[src/design/bfa_pkg.sv]
// ----------------------------------------------------------------------------
// bfa_pkg: shared types and constants of the binned free-list allocator
// Field widths, status and command codes, state machine types, defaults.
// ----------------------------------------------------------------------------
package bfa_pkg;

   // Default geometry of the pool
   localparam int unsigned NUM_BINS_DEFAULT      = 8;
   localparam int unsigned SLOTS_PER_BIN_DEFAULT = 64;

   // Per-allocation header added in front of the payload
   localparam int unsigned HEADER_BYTES = 4;

   // Field widths
   localparam int unsigned BUCKET_BYTES_W = 13;
   localparam int unsigned SIZE_W         = 12;
   localparam int unsigned FIELD_BIN_W    = 3;
   localparam int unsigned FIELD_SLOT_W   = 6;
   localparam int unsigned STATUS_W       = 3;
   localparam int unsigned KIND_W         = 2;
   localparam int unsigned REQ_DATA_W     = 24;
   localparam int unsigned RSP_DATA_W     = 16;
   localparam logic [BUCKET_BYTES_W-1:0] BUCKET_BYTES_RESET = 13'd64;

   // Divider: quotient bits retired per cycle and number of cycles
   localparam int unsigned DIV_STEPS  = 4;
   localparam int unsigned DIV_CYCLES = 4;
   localparam int unsigned DIV_W      = DIV_STEPS * DIV_CYCLES;

   // Depth of the command queue between front and back
   localparam int unsigned QUEUE_DEPTH = 2;

   // Request opcodes
   localparam logic OP_ALLOC = 1'b0;
   localparam logic OP_FREE  = 1'b1;

   // Result status codes
   typedef enum logic [STATUS_W-1:0] {
      ST_OK        = 3'd0,
      ST_ZERO      = 3'd1,
      ST_EMPTY     = 3'd2,
      ST_TOO_LARGE = 3'd3,
      ST_FREED     = 3'd4
   } status_type;

   // Command kinds handed from front to back
   typedef enum logic [KIND_W-1:0] {
      CMD_REPLY = 2'd0,
      CMD_ALLOC = 2'd1,
      CMD_FREE  = 2'd2
   } kind_type;

   // Front state machine
   typedef enum logic [1:0] {
      F_IDLE,
      F_DIV,
      F_PUSH
   } front_state_type;

   // Back state machine
   typedef enum logic [2:0] {
      B_CLEAR,
      B_IDLE,
      B_HEAD,
      B_LINK,
      B_REPLY
   } back_state_type;

endpackage

[src/design/bfa_front.sv]
// ----------------------------------------------------------------------------
// bfa_front: request intake and classification
// Holds the bin size register, screens requests and runs the bin divider.
// ----------------------------------------------------------------------------
module bfa_front #(
   parameter int unsigned NUM_BINS      = bfa_pkg::NUM_BINS_DEFAULT,
   parameter int unsigned SLOTS_PER_BIN = bfa_pkg::SLOTS_PER_BIN_DEFAULT,
   parameter int unsigned CMD_W         = 16
) (
   input  logic                               clock,
   input  logic                               reset,
   // Bin size register write
   input  logic                               csr_wvalid,
   output logic                               csr_wready,
   input  logic [bfa_pkg::BUCKET_BYTES_W-1:0] csr_wdata,
   // Requests
   input  logic                               req_tvalid,
   output logic                               req_tready,
   // req_tdata, low bit up: request_size[11:0], free_bin[14:12], free_slot[20:15]
   input  logic [bfa_pkg::REQ_DATA_W-1:0]     req_tdata,
   // req_tuser: opcode[0]
   input  logic                               req_tuser,
   // Back is done clearing the pool
   input  logic                               init_done,
   // Command queue push side
   output logic                               push_valid,
   input  logic                               push_ready,
   output logic [CMD_W-1:0]                   push_data
);
   import bfa_pkg::*;

   localparam int unsigned BIN_W    = $clog2(NUM_BINS);
   localparam int unsigned SLOT_W   = $clog2(SLOTS_PER_BIN);
   localparam int unsigned DIV_CW   = $clog2(DIV_CYCLES);

   typedef struct packed {
      kind_type          kind;
      status_type        status;
      logic [BIN_W-1:0]  bin;
      logic [SLOT_W-1:0] slot;
   } cmd_type;

   front_state_type           state_ff, state_in;
   cmd_type                   cmd_ff, cmd_in;
   logic [BUCKET_BYTES_W-1:0] bucket_bytes_ff, bucket_bytes_in;
   logic [DIV_W-1:0]          div_q_ff, div_q_in;
   logic [BUCKET_BYTES_W-1:0] div_rem_ff, div_rem_in;
   logic [DIV_CW-1:0]         div_cnt_ff, div_cnt_in;

   logic [BUCKET_BYTES_W-1:0] divisor;
   logic [DIV_W-1:0]          step_q;
   logic [BUCKET_BYTES_W-1:0] step_rem;
   logic                      req_accept;
   logic                      div_last;
   logic [SIZE_W-1:0]         req_size;
   logic [FIELD_BIN_W-1:0]    req_bin;
   logic [FIELD_SLOT_W-1:0]   req_slot;

   // Unpack request fields
   assign req_size   = req_tdata[11:0];
   assign req_bin    = req_tdata[14:12];
   assign req_slot   = req_tdata[20:15];
   assign req_accept = req_tvalid && req_tready;
   assign div_last   = (div_cnt_ff == DIV_CW'(DIV_CYCLES - 1));
   assign push_data  = cmd_ff;

   // Treat a zero bin size as one
   assign divisor = (bucket_bytes_ff == '0) ? BUCKET_BYTES_W'(1) : bucket_bytes_ff;

   // Retire several restoring-division quotient bits
   always_comb begin : div_step
      logic [BUCKET_BYTES_W-1:0] rem;
      logic [DIV_W-1:0]          quo;
      logic [BUCKET_BYTES_W:0]   trial;
      rem = div_rem_ff;
      quo = div_q_ff;
      for (int i = 0; i < int'(DIV_STEPS); i++) begin
         trial = {rem, quo[DIV_W-1]};
         quo   = {quo[DIV_W-2:0], 1'b0};
         if (trial >= {1'b0, divisor}) begin
            trial  = trial - {1'b0, divisor};
            quo[0] = 1'b1;
         end
         rem = trial[BUCKET_BYTES_W-1:0];
      end
      step_q   = quo;
      step_rem = rem;
   end

   // Next state
   always_comb begin
      state_in = state_ff;
      case (state_ff)
         F_IDLE: begin
            if (req_accept) begin
               if (req_tuser == OP_ALLOC && req_size != '0) state_in = F_DIV;
               else state_in = F_PUSH;
            end
         end
         F_DIV: begin
            if (div_last) state_in = F_PUSH;
         end
         F_PUSH: begin
            if (push_ready) state_in = F_IDLE;
         end
         default: state_in = F_IDLE;
      endcase
   end

   // Handshake outputs
   always_comb begin
      req_tready = 1'b0;
      push_valid = 1'b0;
      case (state_ff)
         F_IDLE:  req_tready = init_done;
         F_PUSH:  push_valid = 1'b1;
         F_DIV:   req_tready = 1'b0;
         default: req_tready = 1'b0;
      endcase
   end

   assign csr_wready = 1'b1;

   // Take bin size writes, classify requests, and load and step the divider
   always_comb begin
      cmd_in          = cmd_ff;
      div_q_in        = div_q_ff;
      div_rem_in      = div_rem_ff;
      div_cnt_in      = div_cnt_ff;
      bucket_bytes_in = bucket_bytes_ff;
      if (csr_wvalid && csr_wready) bucket_bytes_in = csr_wdata;
      if (state_ff == F_IDLE && req_accept) begin
         cmd_in.bin  = '0;
         cmd_in.slot = '0;
         if (req_tuser == OP_FREE) begin
            cmd_in.status = ST_FREED;
            if (32'(req_bin) < NUM_BINS && 32'(req_slot) < SLOTS_PER_BIN) begin
               cmd_in.kind = CMD_FREE;
               cmd_in.bin  = BIN_W'(req_bin);
               cmd_in.slot = SLOT_W'(req_slot);
            end else begin
               cmd_in.kind = CMD_REPLY;
            end
         end else if (req_size == '0) begin
            cmd_in.kind   = CMD_REPLY;
            cmd_in.status = ST_ZERO;
         end else begin
            // ceil((size + header) / bin size) = floor((size + header - 1) / bin size) + 1
            div_q_in   = DIV_W'(req_size) + DIV_W'(HEADER_BYTES - 1);
            div_rem_in = '0;
            div_cnt_in = '0;
         end
      end else if (state_ff == F_DIV) begin
         div_q_in   = step_q;
         div_rem_in = step_rem;
         div_cnt_in = div_cnt_ff + DIV_CW'(1);
         if (div_last) begin
            if (step_q >= DIV_W'(NUM_BINS - 1)) begin
               cmd_in.kind   = CMD_REPLY;
               cmd_in.status = ST_TOO_LARGE;
            end else begin
               cmd_in.kind   = CMD_ALLOC;
               cmd_in.status = ST_OK;
               cmd_in.bin    = BIN_W'(step_q + DIV_W'(1));
            end
         end
      end
   end

   // Control registers
   always_ff @(posedge clock) begin
      if (reset) begin
         state_ff        <= F_IDLE;
         bucket_bytes_ff <= BUCKET_BYTES_RESET;
      end else begin
         state_ff        <= state_in;
         bucket_bytes_ff <= bucket_bytes_in;
      end
   end

   // Datapath registers
   always_ff @(posedge clock) begin
      cmd_ff     <= cmd_in;
      div_q_ff   <= div_q_in;
      div_rem_ff <= div_rem_in;
      div_cnt_ff <= div_cnt_in;
   end

endmodule

[src/design/bfa_cmd_queue.sv]
// ----------------------------------------------------------------------------
// bfa_cmd_queue: short command queue between front and back
// Small register FIFO so that intake and execution stall independently.
// ----------------------------------------------------------------------------
module bfa_cmd_queue #(
   parameter int unsigned WIDTH = 16,
   parameter int unsigned DEPTH = bfa_pkg::QUEUE_DEPTH
) (
   input  logic             clock,
   input  logic             reset,
   input  logic             push_valid,
   output logic             push_ready,
   input  logic [WIDTH-1:0] push_data,
   output logic             pop_valid,
   input  logic             pop_ready,
   output logic [WIDTH-1:0] pop_data
);
   localparam int unsigned PTR_W = (DEPTH > 1) ? $clog2(DEPTH) : 1;
   localparam int unsigned CNT_W = $clog2(DEPTH + 1);

   logic [WIDTH-1:0] entry_ff [DEPTH];
   logic [PTR_W-1:0] wr_ptr_ff, wr_ptr_in;
   logic [PTR_W-1:0] rd_ptr_ff, rd_ptr_in;
   logic [CNT_W-1:0] count_ff, count_in;
   logic             do_push, do_pop;

   assign push_ready = (count_ff != CNT_W'(DEPTH));
   assign pop_valid  = (count_ff != '0);
   assign pop_data   = entry_ff[rd_ptr_ff];
   assign do_push    = push_valid && push_ready;
   assign do_pop     = pop_valid && pop_ready;

   // Advance pointers and fill count
   always_comb begin
      wr_ptr_in = wr_ptr_ff;
      rd_ptr_in = rd_ptr_ff;
      count_in  = count_ff;
      if (do_push) begin
         wr_ptr_in = (wr_ptr_ff == PTR_W'(DEPTH - 1)) ? '0 : wr_ptr_ff + PTR_W'(1);
      end
      if (do_pop) begin
         rd_ptr_in = (rd_ptr_ff == PTR_W'(DEPTH - 1)) ? '0 : rd_ptr_ff + PTR_W'(1);
      end
      if (do_push && !do_pop) count_in = count_ff + CNT_W'(1);
      else if (!do_push && do_pop) count_in = count_ff - CNT_W'(1);
   end

   always_ff @(posedge clock) begin
      if (reset) begin
         wr_ptr_ff <= '0;
         rd_ptr_ff <= '0;
         count_ff  <= '0;
      end else begin
         wr_ptr_ff <= wr_ptr_in;
         rd_ptr_ff <= rd_ptr_in;
         count_ff  <= count_in;
      end
   end

   // Store pushed items
   always_ff @(posedge clock) begin
      if (do_push) entry_ff[wr_ptr_ff] <= push_data;
   end

endmodule

[src/design/bfa_back.sv]
// ----------------------------------------------------------------------------
// bfa_back: free-list execution
// Owns the head and link memories, clears them after reset, pops and pushes
// slots and drives the registered response channel.
// ----------------------------------------------------------------------------
module bfa_back #(
   parameter int unsigned NUM_BINS      = bfa_pkg::NUM_BINS_DEFAULT,
   parameter int unsigned SLOTS_PER_BIN = bfa_pkg::SLOTS_PER_BIN_DEFAULT,
   parameter int unsigned CMD_W         = 16
) (
   input  logic                           clock,
   input  logic                           reset,
   // Command queue pop side
   input  logic                           pop_valid,
   output logic                           pop_ready,
   input  logic [CMD_W-1:0]               pop_data,
   // Pool clearing finished
   output logic                           init_done,
   // Responses
   output logic                           rsp_tvalid,
   input  logic                           rsp_tready,
   // rsp_tdata, low bit up: bin[2:0], slot[8:3]
   output logic [bfa_pkg::RSP_DATA_W-1:0] rsp_tdata,
   // rsp_tuser: status[2:0]
   output logic [bfa_pkg::STATUS_W-1:0]   rsp_tuser
);
   import bfa_pkg::*;

   localparam int unsigned BIN_W      = $clog2(NUM_BINS);
   localparam int unsigned SLOT_W     = $clog2(SLOTS_PER_BIN);
   localparam int unsigned HEAD_W     = $clog2(SLOTS_PER_BIN + 1);
   localparam int unsigned LINK_DEPTH = NUM_BINS * SLOTS_PER_BIN;
   localparam int unsigned LINK_AW    = $clog2(LINK_DEPTH);

   typedef struct packed {
      kind_type          kind;
      status_type        status;
      logic [BIN_W-1:0]  bin;
      logic [SLOT_W-1:0] slot;
   } cmd_type;

   // Memories
   logic [HEAD_W-1:0] head_mem [NUM_BINS];
   logic [HEAD_W-1:0] link_mem [LINK_DEPTH];

   back_state_type      state_ff, state_in;
   cmd_type             cmd_ff;
   cmd_type             pop_cmd;
   logic [HEAD_W-1:0]   head_rd_ff;
   logic [HEAD_W-1:0]   link_rd_ff;
   logic [LINK_AW-1:0]  clr_addr_ff;
   logic [SLOT_W-1:0]   clr_slot_ff;
   logic [BIN_W-1:0]    clr_bin_ff;
   status_type          res_status_ff;
   logic [FIELD_BIN_W-1:0]  res_bin_ff;
   logic [FIELD_SLOT_W-1:0] res_slot_ff;
   logic                rsp_tvalid_ff;
   status_type          rsp_status_ff;
   logic [FIELD_BIN_W-1:0]  rsp_bin_ff;
   logic [FIELD_SLOT_W-1:0] rsp_slot_ff;

   logic                head_we;
   logic [BIN_W-1:0]    head_waddr, head_raddr;
   logic [HEAD_W-1:0]   head_wdata;
   logic                link_we;
   logic [LINK_AW-1:0]  link_waddr, link_raddr;
   logic [HEAD_W-1:0]   link_wdata;
   logic                clr_last;
   logic                head_empty;
   logic                out_free;

   function automatic logic [LINK_AW-1:0] link_addr(input logic [BIN_W-1:0] b,
                                                   input logic [SLOT_W-1:0] s);
      link_addr = LINK_AW'(b) * LINK_AW'(SLOTS_PER_BIN) + LINK_AW'(s);
   endfunction

   assign pop_cmd    = pop_data;
   assign clr_last   = (clr_addr_ff == LINK_AW'(LINK_DEPTH - 1));
   assign head_empty = (head_rd_ff >= HEAD_W'(SLOTS_PER_BIN));
   assign out_free   = !rsp_tvalid_ff || rsp_tready;

   // Next state
   always_comb begin
      state_in = state_ff;
      case (state_ff)
         B_CLEAR: begin
            if (clr_last) state_in = B_IDLE;
         end
         B_IDLE: begin
            if (pop_valid) begin
               if (pop_cmd.kind == CMD_REPLY) state_in = B_REPLY;
               else state_in = B_HEAD;
            end
         end
         B_HEAD: begin
            if (cmd_ff.kind == CMD_ALLOC && !head_empty) state_in = B_LINK;
            else state_in = B_REPLY;
         end
         B_LINK:  state_in = B_REPLY;
         B_REPLY: begin
            if (out_free) state_in = B_IDLE;
         end
         default: state_in = B_IDLE;
      endcase
   end

   // Memory ports and queue handshake
   always_comb begin
      pop_ready  = 1'b0;
      init_done  = 1'b1;
      head_raddr = pop_cmd.bin;
      link_raddr = link_addr(cmd_ff.bin, head_rd_ff[SLOT_W-1:0]);
      head_we    = 1'b0;
      head_waddr = cmd_ff.bin;
      head_wdata = link_rd_ff;
      link_we    = 1'b0;
      link_waddr = link_addr(cmd_ff.bin, cmd_ff.slot);
      link_wdata = head_rd_ff;
      case (state_ff)
         B_CLEAR: begin
            init_done  = 1'b0;
            head_we    = (clr_slot_ff == '0);
            head_waddr = clr_bin_ff;
            head_wdata = '0;
            link_we    = 1'b1;
            link_waddr = clr_addr_ff;
            link_wdata = HEAD_W'(clr_slot_ff) + HEAD_W'(1);
         end
         B_IDLE: pop_ready = 1'b1;
         B_HEAD: begin
            // Push a freed slot onto its bin's list
            if (cmd_ff.kind == CMD_FREE) begin
               head_we    = 1'b1;
               head_wdata = HEAD_W'(cmd_ff.slot);
               link_we    = 1'b1;
            end
         end
         B_LINK: head_we = 1'b1;
         B_REPLY: pop_ready = 1'b0;
         default: pop_ready = 1'b0;
      endcase
   end

   // Head memory
   always_ff @(posedge clock) begin
      if (head_we) head_mem[head_waddr] <= head_wdata;
      head_rd_ff <= head_mem[head_raddr];
   end

   // Link memory
   always_ff @(posedge clock) begin
      if (link_we) link_mem[link_waddr] <= link_wdata;
      link_rd_ff <= link_mem[link_raddr];
   end

   // Control registers: state, clearing sweep, output valid
   always_ff @(posedge clock) begin
      if (reset) begin
         state_ff      <= B_CLEAR;
         clr_addr_ff   <= '0;
         clr_slot_ff   <= '0;
         clr_bin_ff    <= '0;
         rsp_tvalid_ff <= 1'b0;
      end else begin
         state_ff <= state_in;
         if (state_ff == B_CLEAR) begin
            clr_addr_ff <= clr_addr_ff + LINK_AW'(1);
            if (clr_slot_ff == SLOT_W'(SLOTS_PER_BIN - 1)) begin
               clr_slot_ff <= '0;
               clr_bin_ff  <= clr_bin_ff + BIN_W'(1);
            end else begin
               clr_slot_ff <= clr_slot_ff + SLOT_W'(1);
            end
         end
         if (state_ff == B_REPLY && out_free) rsp_tvalid_ff <= 1'b1;
         else if (rsp_tready) rsp_tvalid_ff <= 1'b0;
      end
   end

   // Capture command and build the result
   always_ff @(posedge clock) begin
      case (state_ff)
         B_IDLE: begin
            cmd_ff        <= pop_cmd;
            res_status_ff <= pop_cmd.status;
            res_bin_ff    <= '0;
            res_slot_ff   <= '0;
         end
         B_HEAD: begin
            if (cmd_ff.kind == CMD_ALLOC) begin
               if (head_empty) res_status_ff <= ST_EMPTY;
               res_slot_ff <= FIELD_SLOT_W'(head_rd_ff[SLOT_W-1:0]);
            end
         end
         B_LINK: begin
            res_status_ff <= ST_OK;
            res_bin_ff    <= FIELD_BIN_W'(cmd_ff.bin);
         end
         B_REPLY: begin
            if (out_free) begin
               rsp_status_ff <= res_status_ff;
               rsp_bin_ff    <= (res_status_ff == ST_OK) ? res_bin_ff : '0;
               rsp_slot_ff   <= (res_status_ff == ST_OK) ? res_slot_ff : '0;
            end
         end
         default: res_bin_ff <= res_bin_ff;
      endcase
   end

   assign rsp_tvalid = rsp_tvalid_ff;
   assign rsp_tuser  = rsp_status_ff;
   assign rsp_tdata  = {(RSP_DATA_W - FIELD_SLOT_W - FIELD_BIN_W)'(0), rsp_slot_ff, rsp_bin_ff};

endmodule

[src/design/binned_free_list_allocator_unit.sv]
// ----------------------------------------------------------------------------
// binned_free_list_allocator_unit: size-binned pool allocator
// Pops and pushes slot handles on per-bin free lists.
// ----------------------------------------------------------------------------
// Usage:
//   req_* carries one request per item: allocate (req_tuser = 0) with a byte
//   size, or free (req_tuser = 1) with a bin and slot handle. rsp_* returns
//   one item per request: status in rsp_tuser, bin and slot in rsp_tdata.
//   csr_w* writes the bin size; write it only while no request is in flight.
// Timing:
//   An allocate passes the front (accept, the divider retiring four
//   quotient bits at a time, queue push), then the back (head read, link
//   read, head update, reply). A free or an early error skips the divider
//   in the front and the link step in the back. The front takes a new
//   request only once the last is pushed, so the divider bounds throughput.
// Reset:
//   After reset the back sweeps the link memory once, one entry a cycle,
//   over NUM_BINS * SLOTS_PER_BIN entries (512 by default); req_tready
//   stays low during the sweep. Bin size returns to 64.
// Stall:
//   A stalled response is held in its output register; the command queue
//   lets the front accept and classify further requests meanwhile.
// ----------------------------------------------------------------------------
module binned_free_list_allocator_unit #(
   parameter int unsigned NUM_BINS      = bfa_pkg::NUM_BINS_DEFAULT,
   parameter int unsigned SLOTS_PER_BIN = bfa_pkg::SLOTS_PER_BIN_DEFAULT
) (
   input  logic                               clock,
   input  logic                               reset,
   input  logic                               csr_wvalid,
   output logic                               csr_wready,
   input  logic [bfa_pkg::BUCKET_BYTES_W-1:0] csr_wdata,
   input  logic                               req_tvalid,
   output logic                               req_tready,
   // req_tdata, low bit up: request_size[11:0], free_bin[14:12], free_slot[20:15]
   input  logic [bfa_pkg::REQ_DATA_W-1:0]     req_tdata,
   // req_tuser: opcode[0]
   input  logic                               req_tuser,
   output logic                               rsp_tvalid,
   input  logic                               rsp_tready,
   // rsp_tdata, low bit up: bin[2:0], slot[8:3]
   output logic [bfa_pkg::RSP_DATA_W-1:0]     rsp_tdata,
   // rsp_tuser: status[2:0]
   output logic [bfa_pkg::STATUS_W-1:0]       rsp_tuser
);
   import bfa_pkg::*;

   localparam int unsigned BIN_W  = $clog2(NUM_BINS);
   localparam int unsigned SLOT_W = $clog2(SLOTS_PER_BIN);
   localparam int unsigned CMD_W  = KIND_W + STATUS_W + BIN_W + SLOT_W;

   logic             push_valid, push_ready;
   logic [CMD_W-1:0] push_data;
   logic             pop_valid, pop_ready;
   logic [CMD_W-1:0] pop_data;
   logic             init_done;

   bfa_front #(
      .NUM_BINS      (NUM_BINS),
      .SLOTS_PER_BIN (SLOTS_PER_BIN),
      .CMD_W         (CMD_W)
   ) u_front (
      .clock      (clock),
      .reset      (reset),
      .csr_wvalid (csr_wvalid),
      .csr_wready (csr_wready),
      .csr_wdata  (csr_wdata),
      .req_tvalid (req_tvalid),
      .req_tready (req_tready),
      .req_tdata  (req_tdata),
      .req_tuser  (req_tuser),
      .init_done  (init_done),
      .push_valid (push_valid),
      .push_ready (push_ready),
      .push_data  (push_data)
   );

   bfa_cmd_queue #(
      .WIDTH (CMD_W),
      .DEPTH (QUEUE_DEPTH)
   ) u_queue (
      .clock      (clock),
      .reset      (reset),
      .push_valid (push_valid),
      .push_ready (push_ready),
      .push_data  (push_data),
      .pop_valid  (pop_valid),
      .pop_ready  (pop_ready),
      .pop_data   (pop_data)
   );

   bfa_back #(
      .NUM_BINS      (NUM_BINS),
      .SLOTS_PER_BIN (SLOTS_PER_BIN),
      .CMD_W         (CMD_W)
   ) u_back (
      .clock      (clock),
      .reset      (reset),
      .pop_valid  (pop_valid),
      .pop_ready  (pop_ready),
      .pop_data   (pop_data),
      .init_done  (init_done),
      .rsp_tvalid (rsp_tvalid),
      .rsp_tready (rsp_tready),
      .rsp_tdata  (rsp_tdata),
      .rsp_tuser  (rsp_tuser)
   );

endmodule

[config.mk]
export PLATFORM = sky130hd
export DESIGN_NAME = binned_free_list_allocator_unit
export DESIGN_NICKNAME = d
export VERILOG_FILES = /design/src/design/bfa_pkg.sv /design/src/design/bfa_front.sv /design/src/design/bfa_cmd_queue.sv /design/src/design/bfa_back.sv /design/src/design/binned_free_list_allocator_unit.sv
export SDC_FILE = /design/constraint.sdc
export NUM_CORES = 2
export LEC_CHECK = 0
export BUFFER_PORTS_ARGS = -buffer_cell sky130_fd_sc_hd__buf_2
export CAP_MARGIN = 20
export CORE_MARGIN = 2
export CORE_UTILIZATION = 30
export DETAILED_ROUTE_END_ITERATION = 8
export GPL_TIMING_DRIVEN = 0
export PLACE_DENSITY_LB_ADDON = 0.15
export SYNTH_ARGS = -nofsm -noshare
export SYNTH_HDL_FRONTEND = slang
export SYNTH_SLANG_ARGS = --single-unit
export TNS_END_PERCENT = 1
[constraint.sdc]
create_clock -name clock -period 61.5 [get_ports clock]
set_clock_uncertainty 0.1 [all_clocks]
set_input_delay 6.15 -clock clock [delete_from_list [all_inputs] [get_ports clock]]
set_output_delay 6.15 -clock clock [all_outputs]
set_load 0.05 [all_outputs]
* Yosys cells after proc, flatten, opt, wreduce, memory -nomap -nowiden
Memory sizes are Yosys's and may differ from the RTL's. A register that Yosys moved wholly into a read port is not among the register bits.
Index checks and enable logic that the tools add are counted.
W data, S select, Z words.
** Storage, ports and cells
- Latch bits :: 0
- Flip-flop bits (word level) :: 121
- Output and inout bits :: 22
- Input bits :: 43
- RAM bits :: 3668
- Bits in read-only memories :: 0
- Memories kept :: 3
** Memory list
- u_back.link_mem :: depth 512, width 7, read ports 1, clocked after Yosys merged registers in 1, wr ports 1, line bfa_back.sv:44 : logic [HEAD_W-1:0] link_mem [LINK_DEPTH];
- u_back.head_mem :: depth 8, width 7, read ports 1, clocked after Yosys merged registers in 1, wr ports 1, line bfa_back.sv:43 : logic [HEAD_W-1:0] head_mem [NUM_BINS];
- u_queue.entry_ff :: depth 2, width 14, read ports 1, clocked after Yosys merged registers in 1, wr ports 1, line bfa_cmd_queue.sv:21 : logic [WIDTH-1:0] entry_ff [DEPTH];
** Operators by class
- $mul :: 0
- Div/mod/pow operators :: 0
- Reductions and logical operators :: 39
- Add/sub/neg operators :: 17
- Order comparisons :: 6
- Muxes and demuxes :: 73
- Eq/ne operators :: 24
- Bitwise logic cells :: 1
- Shift-type cells :: 0
** Operator list (number)
- $mux W13 :: 9
- $mux W16 :: 4
- $ge A14 B13 Y1 :: 4
- $sub A13 B13 Y13 :: 4
- $mux W3 :: 9
- $mux W8 :: 3
- $mux W1 :: 21
- $mux W2 :: 10
- $add A9 B6 Y9 :: 2
- $mux W9 :: 2
- $reduce_and A3 Y1 :: 6
- $ge A16 B3 Y1 const B :: 1
- $ne A2 B1 Y1 const B :: 8
- $pmux W3 S5 :: 1
- $mux W7 :: 2
- $pmux W7 S2 :: 1
- $reduce_bool A2 Y1 :: 7
- $add A12 B2 Y13 const B :: 1
- $logic_not A13 Y1 :: 1
- $logic_not A12 Y1 :: 1
- $mux W6 :: 2
- $pmux W6 S2 :: 1
- $reduce_bool A12 Y1 :: 1
- $mux W5 :: 2
- 32 further kinds :: 57

* Depth between registers and ports, before layout
- Depth after elaboration :: 15
- Gate-level depth with buffers :: 49
- Depth with buffers taken out :: 45

* Cells and area by module
From an unflattened synthesis, not the netlist that was laid out.
** Second synthesis, totals
- Cells, all modules :: 8366
- Area, all modules :: 154117.8 um^2
** By module, submodules not included
- bfa_back :: cells an instance 7576, area an instance 146855.8 um^2, instances 1
- bfa_front :: cells an instance 723, area an instance 6035.8 um^2, instances 1
- bfa_cmd_queue :: cells an instance 67, area an instance 1226.2 um^2, instances 1

* Least setup slack after synthesis
OpenSTA, ideal clock, no wires.
- Kind :: register to register
- Start point :: register u_back.state_ff[0]
- End point :: memory u_back.link_mem[0][2] in the netlist's numbering, data pin
- Buffers on the path :: 3
- Setup slack :: 36.183 ns
- Data required time :: 57.233 ns
- Arrival time :: 21.049 ns
- Stages on the path, launching flop included :: 6
- Cells stage by stage :: dfxtp_1 or3_1 clkbuf_1 clkbuf_1 clkbuf_1 o21ai_0
** Between the ends
- Word-level cells in the longest chain between the ends :: 2
** RTL lines
- start: declaration :: line bfa_back.sv:46 : back_state_type state_ff, state_in;
- start signal: assignment :: line bfa_back.sv:165 : state_ff <= state_in;
- $logic_not A3 Y1 :: line bfa_back.sv:119 : case (state_ff)
- $mux W7 :: line bfa_back.sv:119
- net u_back.link_wdata[2] :: line bfa_back.sv:67 : logic [HEAD_W-1:0] link_wdata;
- end: declaration :: line bfa_back.sv:44
The timed path passes the listed nets, and every way through them passes these cells.

* Worst setup path in the final report
- Start point :: register u_front.bucket_bytes_ff[11]
- End point :: register u_front.cmd_ff, in the netlist u_front.push_data[7] (enable)
** Between the ends
- Word-level cells in the longest chain between the ends :: 13
- Elaborated cells between the ends (all ways) :: 19
- Classes of those cells :: add/sub: 3; order compare: 5; eq/ne: 1; mux: 8; reduce/logical: 2
** RTL lines
- start: declaration :: line bfa_front.sv:45 : logic [BUCKET_BYTES_W-1:0] bucket_bytes_ff, bucket_bytes_in;
- start signal: assignment :: line bfa_front.sv:177 : bucket_bytes_ff <= bucket_bytes_in;
- $logic_not A13 Y1 :: line bfa_front.sv:68 : assign divisor = (bucket_bytes_ff == '0) ? BUCKET_BYTES_W'(1) : bucket_bytes_ff;
- $mux W13 * :: line bfa_front.sv:68
- $sub A13 B13 Y13 or $ge A14 B13 Y1 (tied branches) :: line bfa_front.sv:81, bfa_front.sv:80
- $mux W13 :: line bfa_front.sv:80 : if (trial >= {1'b0, divisor}) begin
- $sub A13 B13 Y13 or $ge A14 B13 Y1 (tied branches) :: line bfa_front.sv:81, bfa_front.sv:80
- $mux W13 :: line bfa_front.sv:80
- $sub A13 B13 Y13 or $ge A14 B13 Y1 (tied branches) :: line bfa_front.sv:81, bfa_front.sv:80
- $mux W13 :: line bfa_front.sv:80
- $ge A14 B13 Y1 :: line bfa_front.sv:80
- $mux W1 :: line bfa_front.sv:80
- $ge A16 B3 Y1 * :: line bfa_front.sv:158 : if (step_q >= DIV_W'(NUM_BINS - 1)) begin
- $ne A2 B1 Y1 (no source line) *
- $reduce_and A3 Y1 (no source line) *
- end signal: assignment :: line bfa_front.sv:183 : cmd_ff <= cmd_in;
- end: declaration :: line bfa_front.sv:44 : cmd_type cmd_ff, cmd_in;
Mark *: on every way between the ends. The rest lies on a longest branch, timed or not.
A chain may end at the register's enable or synchronous reset.

==> results.md <==
- Run status: complete, but fails checks
- Failing checks: antenna rules
- Share of cells above drive strength 1: 0.2876
- Post-CTS Resized: 0
- Pre-CTS setup slack: 47.62 ns
- Family with the most delay on the worst path: compound AO/OA/AOI/OAI gates
- Synth Area in Adders: 0.005620
- Pwr dens: 32.09 mW/mm^2
- Critical Path Stages: 48
- EDFF count, synth: 3745
- Total gr overflow: 0
- CP max-delay cell: a21boi_1
- Worst Max-Slew Pin Slew: 1.217 ns
- Synth cell types: 72
- Simple-Gate Fraction of Synth Area: 0.02884
- Top cell type by total area after synthesis: edfxtp_1
- Clk_lat worst skew: 0.99 ns
- CTS Buffer Depth: 4
- # setup viols final: 0
- Die width: 711.3 um
- Main synth FF type: edfxtp_1
- Vias in the first global route: 76362
- Post-Place Cells: 13781
- Setup crit end kind: register
- Starting Density: 0.3015
- Syn Inst Count: 6876
- Cell mode on critical path: a21oi_1
- CP required: 62.07 ns
- Clock-pin transition on the worst setup and hold timing paths: 0.06 ns
- Main combinational cell family by area after synthesis: multiplexers
- Post-CTS setup repair buffer count: 0
- Iteration-0 DRC Markers: 7834
- R2R Path End: u_front.push_data[7]$_DFFE_PP_
- Top post-synthesis cells by count: edfxtp_1, mux4_2, nor2_1
- Port bufs: 51
- Full die area: 0.5059 mm^2
- Fin Setup TNS: 0 ns
- Final Util: 0.3551
- R2R setup slack: 47.73 ns
- Top post-synthesis cells by area: edfxtp_1, mux4_2, nor2_1
- Mapped cell area: 0.1501 mm^2
- Via count: 73911
- Final min period: 13.77 ns
- Most common cell in the netlist: edfxtp_1
- I/O Pins: 65
- GRT Overall Usage: 0.1832
- Pins Over Slew Limit: 0
- WS Path Type: reg -> reg
- Worst reg2reg path depth: 48
- Mux cell area share after synthesis: 0.1839
- Ys Warns: 0
- Max-cap check violation count: 0
- Die H: 711.3 um
- CTS buffer count: 427
- Initial antenna violation count: 41
- Final period util: 0.2240
- Clock root cell: clkbuf_16
- Non-filler cells, final: 14586
- Delay of the slowest critical-path stage: 0.70 ns
- First-pass GRT wire length: 644800 um
- Pleak: 52.86 nW
- CP max FO: 10
- RSZ-0062 raised after global routing: no
- FMAX: 72.60 MHz
- Critical R2R Launch: u_front.bucket_bytes_ff[11]$_SDFFE_PP0P_
- GPL Wtd Cong: 0.8082
- WP data arrival: 14.35 ns
- Cell Rows: 259
- Yosys top cell area share: 0.7494
- Startpoint Class: register
- HP Start: u_front.push_data[8]$_DFFE_PP_
- Routed Wire Length: 472300 um
- H-tree Lvls: 5
- HPWL Detailed: 339100 um
- Largest net degree at the start of global routing: 89
- Async SR Flop Fraction: 0
- Post-DRT Antenna Nets: 1
- Post-synthesis sequential area ratio: 0.7569
- CTS tree: done
- Worst Slack Setup Final: 47.73 ns
- DR WL/cell: 32.38 um
- Hold Crit Class: reg -> reg
- Clk sink count: 3801
- Crit path from: u_front.bucket_bytes_ff[11]$_SDFFE_PP0P_
- Mean post-synth cell area: 21.82 um^2
- WP buf/inv: 7
- Post-Synth XOR/XNOR Area: 0.004085
- Peak VDD IR: 0.00002789 V
- Nets: 7673
- Area Overhead vs Synth: 17.79%
- Slew HR: 0.1887
- Final hold viol count: 0
- Compound-Gate Fraction of Synth Area: 0.008371
- Via/cell ratio: 5.067
- Register bit total from synthesis: 3801
- Critical Path Sink: u_front.push_data[7]$_DFFE_PP_
- Placeable Area: 0.4978 mm^2
- CTS Hold Bufs: 0
- Drt pass-1 iters: 6
- Drc violations: 0
-- where the power goes --
part           switching (mW)  leakage, nW  internal (mW)
logic                   0.191         12.7          0.115
clock network            1.06         6.69           1.45
registers             0.00140         33.5           2.86
-- cell usage in the layout, fill, tap and decap left out, types with 15 or more instances in the layout --
master	netlist	final
edfxtp_1	3745	3745
mux4_2	1190	1190
nor2_1	631	631
clkbuf_16	0	436
clkbuf_1	267	268
nand2_1	183	179
buf_2	81	150
clkinv_1	1	117
buf_12	0	90
clkinv_2	0	83
clkbuf_2	0	71
ha_1	61	61
dfxtp_1	56	56
buf_16	0	56
nand3_1	53	53
a21oi_1	52	52
buf_8	0	50
o21ai_0	55	49
inv_1	46	46
xnor2_1	44	44
mux2_2	38	38
mux2i_1	37	37
bufinv_16	0	37
nor3_1	29	28
and2_1	28	28
xor2_1	26	26
buf_1	43	26
nor2b_1	22	22
diode_2	0	15
a31oi_1	15	15
-- metrics by stage --
step	hold slack (ns)	area (um^2)	power (mW)
finish	0.3486	176800	5.672
global route	0.3616	176700	5.846
CTS	0.3480	176600	5.725
detailed placement	0.3361	162900	3.219
global placement	0.3389	158700	3.301
floorplan	0.3215	150100	3.145
-- registers in the layout (all words and copies together), names as in the netlist, 7 cells and up, named ones only --
name	flops
u_front.div_q_ff	16
u_front.div_rem_ff	13
u_back.link_mem	3584
u_back.cmd_ff	11
u_back.head_rd_ff	7
u_back.head_mem	56
u_back.clr_addr_ff	9
u_queue.entry_ff	26
u_back.link_rd_ff	7
u_front.push_data	13
u_front.bucket_bytes_ff	13
-- how the worst min path moves through the flow --
stage,endpoint,slack (ns),cells past startpoint
floorplan,u_queue.entry_ff[0][0]$_DFFE_PP_,0.32,0
detailed placement,u_queue.entry_ff[0][10]$_DFFE_PP_,0.34,0
global route,u_queue.entry_ff[1][8]$_DFFE_PP_,0.36,0
CTS,u_queue.entry_ff[1][3]$_DFFE_PP_,0.35,0
finish,u_queue.entry_ff[1][8]$_DFFE_PP_,0.35,0
global placement,u_queue.entry_ff[1][11]$_DFFE_PP_,0.34,0
-- worst register-to-register path, delay by kind of cell, from the launching register on --
kind,cells,cell delay (ns)
AOI/OAI and AO/OA,21,5.54
adders and majority gates,6,2.06
buffers and inverters,7,1.95
and+or+nand+nor,10,1.94
muxes,4,1.56
DFF,1,0.31
-- area by class of cell --
| type | instances | area (um^2) |
|---|---|---|
| Fill cell | 46199 | 321000 |
| Antenna cell | 15 | 37.54 |
| Buffer | 402 | 1769 |
| Clock inverter | 269 | 2432 |
| Multi-Input combinational cell | 2631 | 34780 |
| Sequential cell | 3801 | 113600 |
| Inverter | 48 | 180.2 |
| Timing Repair Buffer | 254 | 4436 |
| Clock buffer | 511 | 11210 |
| Tap cell | 6655 | 8327 |
-- per-layer routing --
metal	vias up	GRT usage	part of all wire
li1	30193	-	-
met1	40697	0.2539	0.43
met2	2411	0.2999	0.48
met3	604	0.02660	0.056
met4	6	0.05489	0.034
met5	-	0	0.000089
-- logic make-up after synthesis --
family | count (synthesis)
flip-flops | 3801
multiplexers | 1265
AND/OR/NAND/NOR | 1026
buffers and inverters | 450
AO/OA/AOI/OAI | 197
XOR/XNOR | 70
adder cells (fa/ha/maj) | 65
other | 2
No activity file was read; power rests on OpenSTA's default activity.
